===== src/sv/tbrl_pkg.sv =====
// Package: shared types, constants and codes of the token bucket rate limiter.
`timescale 1ns / 1ps

package tbrl_pkg;

    // Field widths
    localparam int CMD_W     = 2;
    localparam int TIME_W    = 64;
    localparam int BYTES_W   = 32;
    localparam int RATE_W    = 24;
    localparam int TOKEN_W   = 32;
    localparam int ELAPSED_W = 40;   // holds the 1000 s clamp
    localparam int PROD_W    = 64;   // elapsed * rate + accumulator
    localparam int FRAC_W    = 30;   // accumulator, always below 1e9
    localparam int QUO_W     = 34;   // whole bytes moved per refill
    localparam int CFG_IDX_W = 1;
    localparam int CFG_DATA_W = 32;

    // Radix-4 divider: two quotient bits per step
    localparam int DIGIT_W   = 2;
    localparam int DIV_STEPS = QUO_W / DIGIT_W;

    localparam int QUEUE_DEPTH = 2;

    localparam logic [ELAPSED_W-1:0] ELAPSED_CAP = 40'd1000000000000;
    localparam logic [31:0] NS_PER_S   = 32'd1000000000;
    localparam logic [31:0] NS_PER_S_2 = 32'd2000000000;
    localparam logic [31:0] NS_PER_S_3 = 32'd3000000000;

    // Commands on the input stream
    localparam logic [CMD_W-1:0] CMD_TAKE    = 2'd0;
    localparam logic [CMD_W-1:0] CMD_REFILL  = 2'd1;
    localparam logic [CMD_W-1:0] CMD_RESTART = 2'd2;

    // Configuration register indexes
    localparam logic [CFG_IDX_W-1:0] REG_RATE  = 1'b0;
    localparam logic [CFG_IDX_W-1:0] REG_BURST = 1'b1;

    // Operation chosen by the front end
    typedef enum logic [1:0] {
        OP_HOLD,
        OP_TAKE,
        OP_REFILL,
        OP_RESTART
    } op_t;

    typedef enum logic [2:0] {
        ST_IDLE,
        ST_EXEC,
        ST_MUL,
        ST_ADD,
        ST_DIV,
        ST_SAT,
        ST_TAKE,
        ST_OUT
    } back_state_t;

    typedef struct packed {
        op_t                op;
        logic [TIME_W-1:0]  now_time;
        logic [BYTES_W-1:0] byte_count;
    } item_t;

    typedef struct packed {
        logic              start;
        logic [PROD_W-1:0] dividend;
    } div_req_t;

    typedef struct packed {
        logic              done;
        logic [QUO_W-1:0]  quotient;
        logic [FRAC_W-1:0] remainder;
    } div_res_t;

endpackage


===== src/sv/tbrl_front.sv =====
// Front end: accepts stream transactions and classifies them into operations.
`timescale 1ns / 1ps

module tbrl_front
(
    input  logic                        s_tvalid,
    output logic                        s_tready,
    input  logic [tbrl_pkg::CMD_W-1:0]  s_tuser,
    input  logic [95:0]                 s_tdata,
    input  logic [tbrl_pkg::RATE_W-1:0] rate,
    input  logic                        queue_full,
    output logic                        push,
    output tbrl_pkg::item_t             push_item
);

    logic rate_zero;

    assign rate_zero = (rate == '0);
    assign s_tready  = !queue_full;
    assign push      = s_tvalid && !queue_full;

    // A zero rate turns take and refill into no-ops; unused codes do nothing
    always_comb
    begin
        unique case (s_tuser)
            tbrl_pkg::CMD_TAKE:    push_item.op = rate_zero ? tbrl_pkg::OP_HOLD : tbrl_pkg::OP_TAKE;
            tbrl_pkg::CMD_REFILL:  push_item.op = rate_zero ? tbrl_pkg::OP_HOLD : tbrl_pkg::OP_REFILL;
            tbrl_pkg::CMD_RESTART: push_item.op = tbrl_pkg::OP_RESTART;
            default:               push_item.op = tbrl_pkg::OP_HOLD;
        endcase
        push_item.now_time   = s_tdata[tbrl_pkg::TIME_W-1:0];
        push_item.byte_count = s_tdata[tbrl_pkg::TIME_W +: tbrl_pkg::BYTES_W];
    end

endmodule


===== src/sv/tbrl_queue.sv =====
// Short queue of classified items between the front end and the engine.
`timescale 1ns / 1ps

module tbrl_queue
#(
    parameter int DEPTH = tbrl_pkg::QUEUE_DEPTH
)
(
    input  logic            clk,
    input  logic            rst_n,
    input  logic            push,
    input  tbrl_pkg::item_t push_item,
    input  logic            pop,
    output logic            full,
    output logic            empty,
    output tbrl_pkg::item_t head_item
);

    localparam int PTR_W = (DEPTH > 1) ? $clog2(DEPTH) : 1;
    localparam int CNT_W = $clog2(DEPTH + 1);

    tbrl_pkg::item_t entry_reg [DEPTH];
    logic [PTR_W-1:0] wr_ptr_reg, wr_ptr_next;
    logic [PTR_W-1:0] rd_ptr_reg, rd_ptr_next;
    logic [CNT_W-1:0] count_reg, count_next;
    logic             do_push, do_pop;

    assign full      = (count_reg == CNT_W'(DEPTH));
    assign empty     = (count_reg == '0);
    assign do_push   = push && !full;
    assign do_pop    = pop && !empty;
    assign head_item = entry_reg[rd_ptr_reg];

    always_comb
    begin
        wr_ptr_next = wr_ptr_reg;
        rd_ptr_next = rd_ptr_reg;
        count_next  = count_reg;
        if (do_push)
        begin
            wr_ptr_next = (wr_ptr_reg == PTR_W'(DEPTH - 1)) ? '0 : wr_ptr_reg + 1'b1;
        end
        if (do_pop)
        begin
            rd_ptr_next = (rd_ptr_reg == PTR_W'(DEPTH - 1)) ? '0 : rd_ptr_reg + 1'b1;
        end
        if (do_push && !do_pop)
        begin
            count_next = count_reg + 1'b1;
        end
        else if (do_pop && !do_push)
        begin
            count_next = count_reg - 1'b1;
        end
    end

    always_ff @(posedge clk or negedge rst_n)
    begin
        if (!rst_n)
        begin
            wr_ptr_reg <= '0;
            rd_ptr_reg <= '0;
            count_reg  <= '0;
        end
        else
        begin
            wr_ptr_reg <= wr_ptr_next;
            rd_ptr_reg <= rd_ptr_next;
            count_reg  <= count_next;
        end
    end

    always_ff @(posedge clk)
    begin
        if (do_push)
        begin
            entry_reg[wr_ptr_reg] <= push_item;
        end
    end

endmodule


===== src/sv/tbrl_div.sv =====
// Radix-4 iterative divider by one second in nanoseconds.
`timescale 1ns / 1ps

module tbrl_div
(
    input  logic                clk,
    input  logic                rst_n,
    input  tbrl_pkg::div_req_t  req,
    output tbrl_pkg::div_res_t  res
);

    localparam int CNT_W = $clog2(tbrl_pkg::DIV_STEPS);

    logic [tbrl_pkg::FRAC_W-1:0] rem_reg;
    logic [tbrl_pkg::QUO_W-1:0]  quo_reg;
    logic [CNT_W-1:0]            cnt_reg;
    logic                        busy_reg;
    logic                        done_reg;
    logic [31:0]                 trial;
    logic [31:0]                 diff;
    logic [tbrl_pkg::DIGIT_W-1:0] digit;

    // The dividend's top bits are already below 1e9, so they seed the remainder
    assign trial = {rem_reg, quo_reg[tbrl_pkg::QUO_W-1 -: tbrl_pkg::DIGIT_W]};

    always_comb
    begin
        priority if (trial >= tbrl_pkg::NS_PER_S_3)
        begin
            digit = 2'd3;
            diff  = trial - tbrl_pkg::NS_PER_S_3;
        end
        else if (trial >= tbrl_pkg::NS_PER_S_2)
        begin
            digit = 2'd2;
            diff  = trial - tbrl_pkg::NS_PER_S_2;
        end
        else if (trial >= tbrl_pkg::NS_PER_S)
        begin
            digit = 2'd1;
            diff  = trial - tbrl_pkg::NS_PER_S;
        end
        else
        begin
            digit = 2'd0;
            diff  = trial;
        end
    end

    always_ff @(posedge clk or negedge rst_n)
    begin
        if (!rst_n)
        begin
            busy_reg <= 1'b0;
            done_reg <= 1'b0;
            cnt_reg  <= '0;
        end
        else
        begin
            done_reg <= 1'b0;
            if (req.start)
            begin
                busy_reg <= 1'b1;
                cnt_reg  <= '0;
            end
            else if (busy_reg)
            begin
                cnt_reg <= cnt_reg + 1'b1;
                if (cnt_reg == CNT_W'(tbrl_pkg::DIV_STEPS - 1))
                begin
                    busy_reg <= 1'b0;
                    done_reg <= 1'b1;
                end
            end
        end
    end

    always_ff @(posedge clk)
    begin
        if (req.start)
        begin
            rem_reg <= req.dividend[tbrl_pkg::PROD_W-1 -: tbrl_pkg::FRAC_W];
            quo_reg <= req.dividend[tbrl_pkg::QUO_W-1:0];
        end
        else if (busy_reg)
        begin
            rem_reg <= diff[tbrl_pkg::FRAC_W-1:0];
            quo_reg <= {quo_reg[tbrl_pkg::QUO_W-tbrl_pkg::DIGIT_W-1:0], digit};
        end
    end

    assign res.done      = done_reg;
    assign res.quotient  = quo_reg;
    assign res.remainder = rem_reg;

endmodule


===== src/sv/tbrl_back.sv =====
// Back end: sequencer that refills, grants and holds the bucket state.
`timescale 1ns / 1ps

module tbrl_back
(
    input  logic                          clk,
    input  logic                          rst_n,
    input  logic [tbrl_pkg::RATE_W-1:0]   rate,
    input  logic [tbrl_pkg::TOKEN_W-1:0]  burst,
    input  logic                          queue_empty,
    input  tbrl_pkg::item_t               head_item,
    output logic                          pop,
    output tbrl_pkg::div_req_t            div_req,
    input  tbrl_pkg::div_res_t            div_res,
    output logic                          m_tvalid,
    input  logic                          m_tready,
    output logic                          m_granted,
    output logic [tbrl_pkg::TOKEN_W-1:0]  m_tokens
);

    localparam int SUM_W = tbrl_pkg::QUO_W + 1;

    tbrl_pkg::back_state_t state_reg, state_next;
    tbrl_pkg::item_t       item_reg, item_next;

    logic [tbrl_pkg::TOKEN_W-1:0]   token_reg, token_next;
    logic [tbrl_pkg::TIME_W-1:0]    last_time_reg, last_time_next;
    logic [tbrl_pkg::FRAC_W-1:0]    acc_reg, acc_next;
    logic [tbrl_pkg::ELAPSED_W-1:0] elapsed_reg, elapsed_next;
    logic [tbrl_pkg::PROD_W-1:0]    prod_reg, prod_next;
    logic                           grant_reg, grant_next;
    logic                           m_valid_reg, m_valid_next;
    logic                           m_granted_reg, m_granted_next;
    logic [tbrl_pkg::TOKEN_W-1:0]   m_tokens_reg, m_tokens_next;

    logic [tbrl_pkg::TIME_W:0]      delta;
    logic [SUM_W-1:0]               sum;

    assign delta = {1'b0, item_reg.now_time} - {1'b0, last_time_reg};
    assign sum   = SUM_W'(token_reg) + SUM_W'(div_res.quotient);

    always_comb
    begin
        state_next     = state_reg;
        item_next      = item_reg;
        token_next     = token_reg;
        last_time_next = last_time_reg;
        acc_next       = acc_reg;
        elapsed_next   = elapsed_reg;
        prod_next      = prod_reg;
        grant_next     = grant_reg;
        m_valid_next   = m_valid_reg && !m_tready;
        m_granted_next = m_granted_reg;
        m_tokens_next  = m_tokens_reg;
        pop            = 1'b0;
        div_req.start    = 1'b0;
        div_req.dividend = prod_reg + tbrl_pkg::PROD_W'(acc_reg);

        unique case (state_reg)
            tbrl_pkg::ST_IDLE:
            begin
                if (!queue_empty)
                begin
                    pop        = 1'b1;
                    item_next  = head_item;
                    state_next = tbrl_pkg::ST_EXEC;
                end
            end
            tbrl_pkg::ST_EXEC:
            begin
                grant_next = 1'b1;
                unique case (item_reg.op)
                    tbrl_pkg::OP_HOLD:
                    begin
                        state_next = tbrl_pkg::ST_OUT;
                    end
                    tbrl_pkg::OP_RESTART:
                    begin
                        token_next     = burst;
                        last_time_next = item_reg.now_time;
                        acc_next       = '0;
                        state_next     = tbrl_pkg::ST_OUT;
                    end
                    default:
                    begin
                        // Clock going backwards counts as no time; long gaps clamp
                        if (delta[tbrl_pkg::TIME_W])
                        begin
                            elapsed_next = '0;
                        end
                        else if (delta[tbrl_pkg::TIME_W-1:0] >
                                 tbrl_pkg::TIME_W'(tbrl_pkg::ELAPSED_CAP))
                        begin
                            elapsed_next = tbrl_pkg::ELAPSED_CAP;
                        end
                        else
                        begin
                            elapsed_next = delta[tbrl_pkg::ELAPSED_W-1:0];
                        end
                        last_time_next = item_reg.now_time;
                        state_next     = tbrl_pkg::ST_MUL;
                    end
                endcase
            end
            tbrl_pkg::ST_MUL:
            begin
                prod_next  = tbrl_pkg::PROD_W'(elapsed_reg) * tbrl_pkg::PROD_W'(rate);
                state_next = tbrl_pkg::ST_ADD;
            end
            tbrl_pkg::ST_ADD:
            begin
                div_req.start = 1'b1;
                state_next    = tbrl_pkg::ST_DIV;
            end
            tbrl_pkg::ST_DIV:
            begin
                if (div_res.done)
                begin
                    state_next = tbrl_pkg::ST_SAT;
                end
            end
            tbrl_pkg::ST_SAT:
            begin
                // A full bucket drops its fractional credit
                if (sum >= SUM_W'(burst))
                begin
                    token_next = burst;
                    acc_next   = '0;
                end
                else
                begin
                    token_next = sum[tbrl_pkg::TOKEN_W-1:0];
                    acc_next   = div_res.remainder;
                end
                state_next = (item_reg.op == tbrl_pkg::OP_TAKE) ? tbrl_pkg::ST_TAKE
                                                                : tbrl_pkg::ST_OUT;
            end
            tbrl_pkg::ST_TAKE:
            begin
                if (item_reg.byte_count > token_reg)
                begin
                    grant_next = 1'b0;
                end
                else
                begin
                    token_next = token_reg - item_reg.byte_count;
                end
                state_next = tbrl_pkg::ST_OUT;
            end
            tbrl_pkg::ST_OUT:
            begin
                if (!m_valid_reg || m_tready)
                begin
                    m_valid_next   = 1'b1;
                    m_granted_next = grant_reg;
                    m_tokens_next  = token_reg;
                    state_next     = tbrl_pkg::ST_IDLE;
                end
            end
            default:
            begin
                state_next = tbrl_pkg::ST_IDLE;
            end
        endcase
    end

    always_ff @(posedge clk or negedge rst_n)
    begin
        if (!rst_n)
        begin
            state_reg     <= tbrl_pkg::ST_IDLE;
            token_reg     <= '0;
            last_time_reg <= '0;
            acc_reg       <= '0;
            m_valid_reg   <= 1'b0;
        end
        else
        begin
            state_reg     <= state_next;
            token_reg     <= token_next;
            last_time_reg <= last_time_next;
            acc_reg       <= acc_next;
            m_valid_reg   <= m_valid_next;
        end
    end

    always_ff @(posedge clk)
    begin
        item_reg      <= item_next;
        elapsed_reg   <= elapsed_next;
        prod_reg      <= prod_next;
        grant_reg     <= grant_next;
        m_granted_reg <= m_granted_next;
        m_tokens_reg  <= m_tokens_next;
    end

    assign m_tvalid  = m_valid_reg;
    assign m_granted = m_granted_reg;
    assign m_tokens  = m_tokens_reg;

endmodule


===== src/sv/token_bucket_rate_limiter.sv =====
// Top level: token bucket rate limiter with stream ports and a config write port.
// Restart, zero-rate and unused commands pass through the engine's EXEC and OUT states;
// refill also multiplies, runs the 17-step radix-4 divide by 1e9 and saturates, and take
// then deducts too. The single engine works on one item at a time while the queue takes
// up to two more.
// Reset (rst_n, asynchronous, active low) empties the queue and output register,
// sets rate and burst to zero, tokens to zero, last time and accumulator to zero.
`timescale 1ns / 1ps

module token_bucket_rate_limiter
#(
    parameter int QUEUE_DEPTH = tbrl_pkg::QUEUE_DEPTH
)
(
    input  logic                            clk,
    input  logic                            rst_n,
    // Input stream
    input  logic                            s_tvalid,
    output logic                            s_tready,
    input  logic [95:0]                     s_tdata,   // [63:0] now_time, [95:64] byte_count
    input  logic [tbrl_pkg::CMD_W-1:0]      s_tuser,   // [1:0] command
    // Result stream
    output logic                            m_tvalid,
    input  logic                            m_tready,
    output logic [39:0]                     m_tdata,   // [0] granted, [32:1] tokens_left, zero pad
    // Configuration writes
    input  logic                            cfg_we,
    input  logic [tbrl_pkg::CFG_IDX_W-1:0]  cfg_index,
    input  logic [tbrl_pkg::CFG_DATA_W-1:0] cfg_data
);

    logic [tbrl_pkg::RATE_W-1:0]  rate_reg;
    logic [tbrl_pkg::TOKEN_W-1:0] burst_reg;

    logic                         push;
    tbrl_pkg::item_t              push_item;
    logic                         pop;
    logic                         queue_full;
    logic                         queue_empty;
    tbrl_pkg::item_t              head_item;
    tbrl_pkg::div_req_t           div_req;
    tbrl_pkg::div_res_t           div_res;
    logic                         m_granted;
    logic [tbrl_pkg::TOKEN_W-1:0] m_tokens;

    // Config registers; the user must write them only while the block is idle (not enforced here)
    always_ff @(posedge clk or negedge rst_n)
    begin
        if (!rst_n)
        begin
            rate_reg  <= '0;
            burst_reg <= '0;
        end
        else if (cfg_we)
        begin
            unique case (cfg_index)
                tbrl_pkg::REG_RATE:  rate_reg  <= cfg_data[tbrl_pkg::RATE_W-1:0];
                tbrl_pkg::REG_BURST: burst_reg <= cfg_data[tbrl_pkg::TOKEN_W-1:0];
                default:             rate_reg  <= rate_reg;
            endcase
        end
    end

    // Classify each transaction as it arrives; zero rate folds take/refill to hold
    tbrl_front u_front
    (
        .s_tvalid   (s_tvalid),
        .s_tready   (s_tready),
        .s_tuser    (s_tuser),
        .s_tdata    (s_tdata),
        .rate       (rate_reg),
        .queue_full (queue_full),
        .push       (push),
        .push_item  (push_item)
    );

    // Decouple intake from the multi-cycle engine
    tbrl_queue
    #(
        .DEPTH (QUEUE_DEPTH)
    )
    u_queue
    (
        .clk       (clk),
        .rst_n     (rst_n),
        .push      (push),
        .push_item (push_item),
        .pop       (pop),
        .full      (queue_full),
        .empty     (queue_empty),
        .head_item (head_item)
    );

    // Engine: elapsed time, multiply by rate, divide, saturate, deduct
    tbrl_back u_back
    (
        .clk         (clk),
        .rst_n       (rst_n),
        .rate        (rate_reg),
        .burst       (burst_reg),
        .queue_empty (queue_empty),
        .head_item   (head_item),
        .pop         (pop),
        .div_req     (div_req),
        .div_res     (div_res),
        .m_tvalid    (m_tvalid),
        .m_tready    (m_tready),
        .m_granted   (m_granted),
        .m_tokens    (m_tokens)
    );

    // Convert byte-nanoseconds to whole bytes plus remainder
    tbrl_div u_div
    (
        .clk   (clk),
        .rst_n (rst_n),
        .req   (div_req),
        .res   (div_res)
    );

    // Pack the result transaction, granted in the lowest bit
    assign m_tdata = {7'b0, m_tokens, m_granted};

endmodule


===== config.mk =====
export PLATFORM = sky130hd
export DESIGN_NAME = token_bucket_rate_limiter
export DESIGN_NICKNAME = d
export VERILOG_FILES = /design/src/sv/tbrl_pkg.sv /design/src/sv/tbrl_front.sv /design/src/sv/tbrl_queue.sv /design/src/sv/tbrl_div.sv /design/src/sv/tbrl_back.sv /design/src/sv/token_bucket_rate_limiter.sv
export SDC_FILE = /design/constraint.sdc
export NUM_CORES = 2
export LEC_CHECK = 0
export ABC_AREA = 1
export BUFFER_PORTS_ARGS = -buffer_cell sky130_fd_sc_hd__buf_2
export CORE_MARGIN = 2
export CORE_UTILIZATION = 58
export CTS_BUF_LIST = sky130_fd_sc_hd__clkbuf_8 sky130_fd_sc_hd__clkbuf_16
export CTS_CLUSTER_DIAMETER = 100
export DETAILED_ROUTE_END_ITERATION = 12
export PLACE_DENSITY = 0.75
export SYNTH_ARGS = -nofsm -noshare
export SYNTH_HDL_FRONTEND = slang
export SYNTH_SLANG_ARGS = --single-unit

===== constraint.sdc =====
create_clock -name clk -period 9.4 [get_ports clk]
set_input_delay 1.41 -clock clk [delete_from_list [all_inputs] [get_ports clk]]
set_output_delay 1.41 -clock clk [all_outputs]
set_load 0.03 [all_outputs]

==> results.toml <==
[cts]
cts_root_buf = "clkbuf_16"
clock_slew_at_reported_path_ffs_ns = 0.07
tritoncts = "yes"
cts_htree_levels = 3
numCtsBuffers = 77
numClockSinks = 693
cts_hold_repair.buffers = 0
clk_lat_worst_skew_ns = 0.69
buffer_count_from_post_cts_setup_fixing = 0
cts_repair_resize_count = 0
clock_tree.buffer_depth = 3

[synthesis]
synth_largest_type_area_fraction_pct = 23.40
synthesis.instances = 8987
synthesis.yosys.warnings = 0
synth-edff-count = 496
postSynth.topFlopCell = "edfxtp_1"
syn-cell-area_sq_um = 71690
netlist_top_cells_area = "fa_1, edfxtp_1, nand2_1"
seq_area_frac_synth_pct = 27.65
yosys_register_bits = 693
synthArstFlopShare_pct = 28.43
syn_area_per_cell_sq_um = 7.977
synth.largest_area_cell = "fa_1"
post_synth_num_cell_types = 61

[timing]
timing.clock.skew_ns = 0.03874
unrepaired_setup_endpoints_after_global_routing = "no"
layout_worst_path_cycle_share_pct = 85.07
final_setup_violation_count = 0
finalMaxSlewViolations = 0
period_needed_ns = 7.996
worst_slew_pin_slew_ns = 1.341
peak_clock_frequency_supported_by_timing_mhz = 125.1
final-hold-violation-count = 0
setup_ws_ns = 1.404
max-slew-margin-rel_pct = 10.61
fin_worst_hold_slack_ns = 0.4466
tns_ns = 0

[route]
detailedRoute.firstIterationViolations = 5894
drtAntennaViolNets = 0
via_count = 59460
detail_route.vias_per_cell = 5.544
drt_drc_violations_left = 0
drt_pass1_iterations = 6
postRouteWirelength_mm = 221.2
routed_wire_length_per_instance_microns = 20.63

[worst_hold_path]
timing.hold.worst.start = "u_back.grant_reg"
hold_path_depth = 0
min_path_type = "reg -> reg"
hold-path-endpoint = "u_back.m_granted"

[grt]
first_global_vias = 60050
met2_usage_pct = 56.12
grt_pass1_wl_mm = 344.6
largest_net_degree_at_the_start_of_global_routing = 130
number_of_antenna_violations_at_the_first_check_in_global_routing = 7
grt.total_usage_pct = 35.68
grt_busiest_layer = "met2"
global_route.usage.met1_pct = 49.55
grt_remaining_overflow = 0
met3_usage_pct = 7.037

[cells_and_area]
nets = 10400
largest_register_ffs = 196
post_route_cells_drive_above_1_share_pct = 6.188
syn_to_final_growth_pct = 7.180

[die]
floorplan.die.width_microns = 355.6
die_y_microns = 355.6
floorplan.core_area_sq_um = 122200
floorplan.rows = 128
fp.dieArea_sq_um = 126400
floorplan.initialDensity_pct = 58.67
io_pins = 178

[worst_setup_path]
timing.critical_path.required_ns = 9.83
r2r_cells = 27
worstSetupStartpointType = "flop"
worst_r2r_startpoint = "rate_reg[3]"
worstSetupEndpointType = "flop"
crit_fanout = 23
worstPathArrival_ns = 8.42
setup.reg_to_reg.worst_slack_ns = 1.40
r2r_end = "u_back.prod_reg[41]"
worstSetupPathType = "reg -> reg"

[placed_design]
gpl.final_weighted_congestion = 1.050
post-place-ws_ns = 1.657
post-dp-hpwl_mm = 177.9
numPortBuffers = 170

[status]
outcome = "finished clean"

[job]
max_capacitance_violation_count = 0
==> stage by stage <==
step / instances / utilization (%) / area (sq um)
6_report: 10720 / 62.88 / 76840
5_1_grt: 10720 / 62.88 / 76840
4_1_cts: 10720 / 62.88 / 76830
3_5_place_dp: 10580 / 60.76 / 74250
3_3_place_gp: 10580 / 60.76 / 74250
2_1_floorplan: 8993 / - / 71710
==> placed cells by master (no fill, tap or decap), types with 9 or more instances in the layout <==
cell       instances
nor2_1           542
edfxtp_1         496
fa_1             838
buf_2            169
ha_1             393
o21a_1            15
nor2_2            38
a21boi_0          11
clkinv_1          15
dfrtp_1          195
nand4_1           57
a31oi_1           32
o21ai_0          292
inv_2              9
inv_1           2024
nand3_1          229
nand2_2           35
clkbuf_16         78
or2_2             39
o211ai_1          20
nor3_1            69
a21o_1            16
o21ai_1           13
nor2_4            21
nand2_1         2512
nor4_1            33
nand3b_1          15
o31ai_1           34
a21oi_1          458
buf_4            107
o21bai_1          26
o22ai_1           10
xnor2_1           48
xor2_1            94
o221ai_1          10
==> kinds of logic after synthesis <==
logic type	Yosys count	synth area share, %
DFF	693	27.65
and+or+nand+nor	3617	20.59
other	1	0.005231
buffers and inverters	2340	12.37
AOI/OAI and AO/OA	963	7.386
adders and majority gates	1231	30.26
xor gates and xnor gates	142	1.735
==> cells in the mapped netlist, types with 4 or more instances <==
library cell,n
a21o_1,16
o21a_1,15
nand3_2,7
nand3b_1,15
xnor2_1,48
o22ai_1,10
o21bai_1,26
edfxtp_1,496
nor3_1,69
clkbuf_1,293
o31ai_1,34
a21oi_1,460
o221ai_1,10
nor2_4,16
nand4_1,57
inv_1,2010
nor2_1,547
nand2_2,33
a31oi_1,33
xor2_1,94
fa_1,838
nor4_1,33
clkinv_1,6
o21ai_1,13
buf_2,9
o211ai_1,20
dfrtp_1,197
nor2_2,38
buf_4,9
a21boi_0,11
nand3_1,230
ha_1,393
nand2_1,2514
o311ai_0,4
or2_2,40
inv_2,8
o21ai_0,293
and2_1,6
==> layer usage <==
layer	routed length (microns)	vias to the layer above
met1	91220	28670
met5	13	-
met3	21230	447
met4	8876	2
met2	99840	2866
li1	-	27470
==> worst max-delay path: stages (launching register included) <==
cell and delay, ns:
dfrtp_1 0.96, buf_4 0.40, nand2_1 0.11, fa_1 0.50
inv_1 0.06, fa_1 0.52, inv_1 0.05, fa_1 0.48
inv_1 0.05, fa_1 0.51, inv_1 0.05, fa_1 0.49
inv_1 0.06, fa_1 0.53, inv_1 0.06, fa_1 0.54
inv_1 0.05, ha_1 0.38, a21oi_1 0.26, o21ai_0 0.20
a21oi_1 0.30, inv_1 0.17, nand2_1 0.09, nand2_1 0.09
a21oi_1 0.32, o21ai_0 0.23, a21oi_1 0.20, xnor2_1 0.09
==> how the worst max path moves through the flow <==
stage                      startpoint                   to  slack [ns]  depth (start not counted)
after floorplan           rate_reg[5]  u_back.prod_reg[54]        2.69                         30
after global placement    rate_reg[3]  u_back.prod_reg[41]        1.75                         27
after detailed placement  rate_reg[3]  u_back.prod_reg[54]        1.66                         29
after CTS                 rate_reg[3]  u_back.prod_reg[54]        1.62                         29
after global routing      rate_reg[3]  u_back.prod_reg[54]        1.00                         29
final                     rate_reg[3]  u_back.prod_reg[41]        1.40                         27
==> final cells by class <==
cell class	instances	area, sq um
fillers	10740	45360
multi-input cells	5960	43100
flip-flops and latches	693	19830
inverters	2024	7597
well taps	1625	2033
clock buffers	79	1966
repair buffers	278	1684
clock inverters	64	621.8
diodes	1	2.502
Power is not shown: default switching activity piles up to over one toggle a cycle in this logic, so the estimate is an artifact.
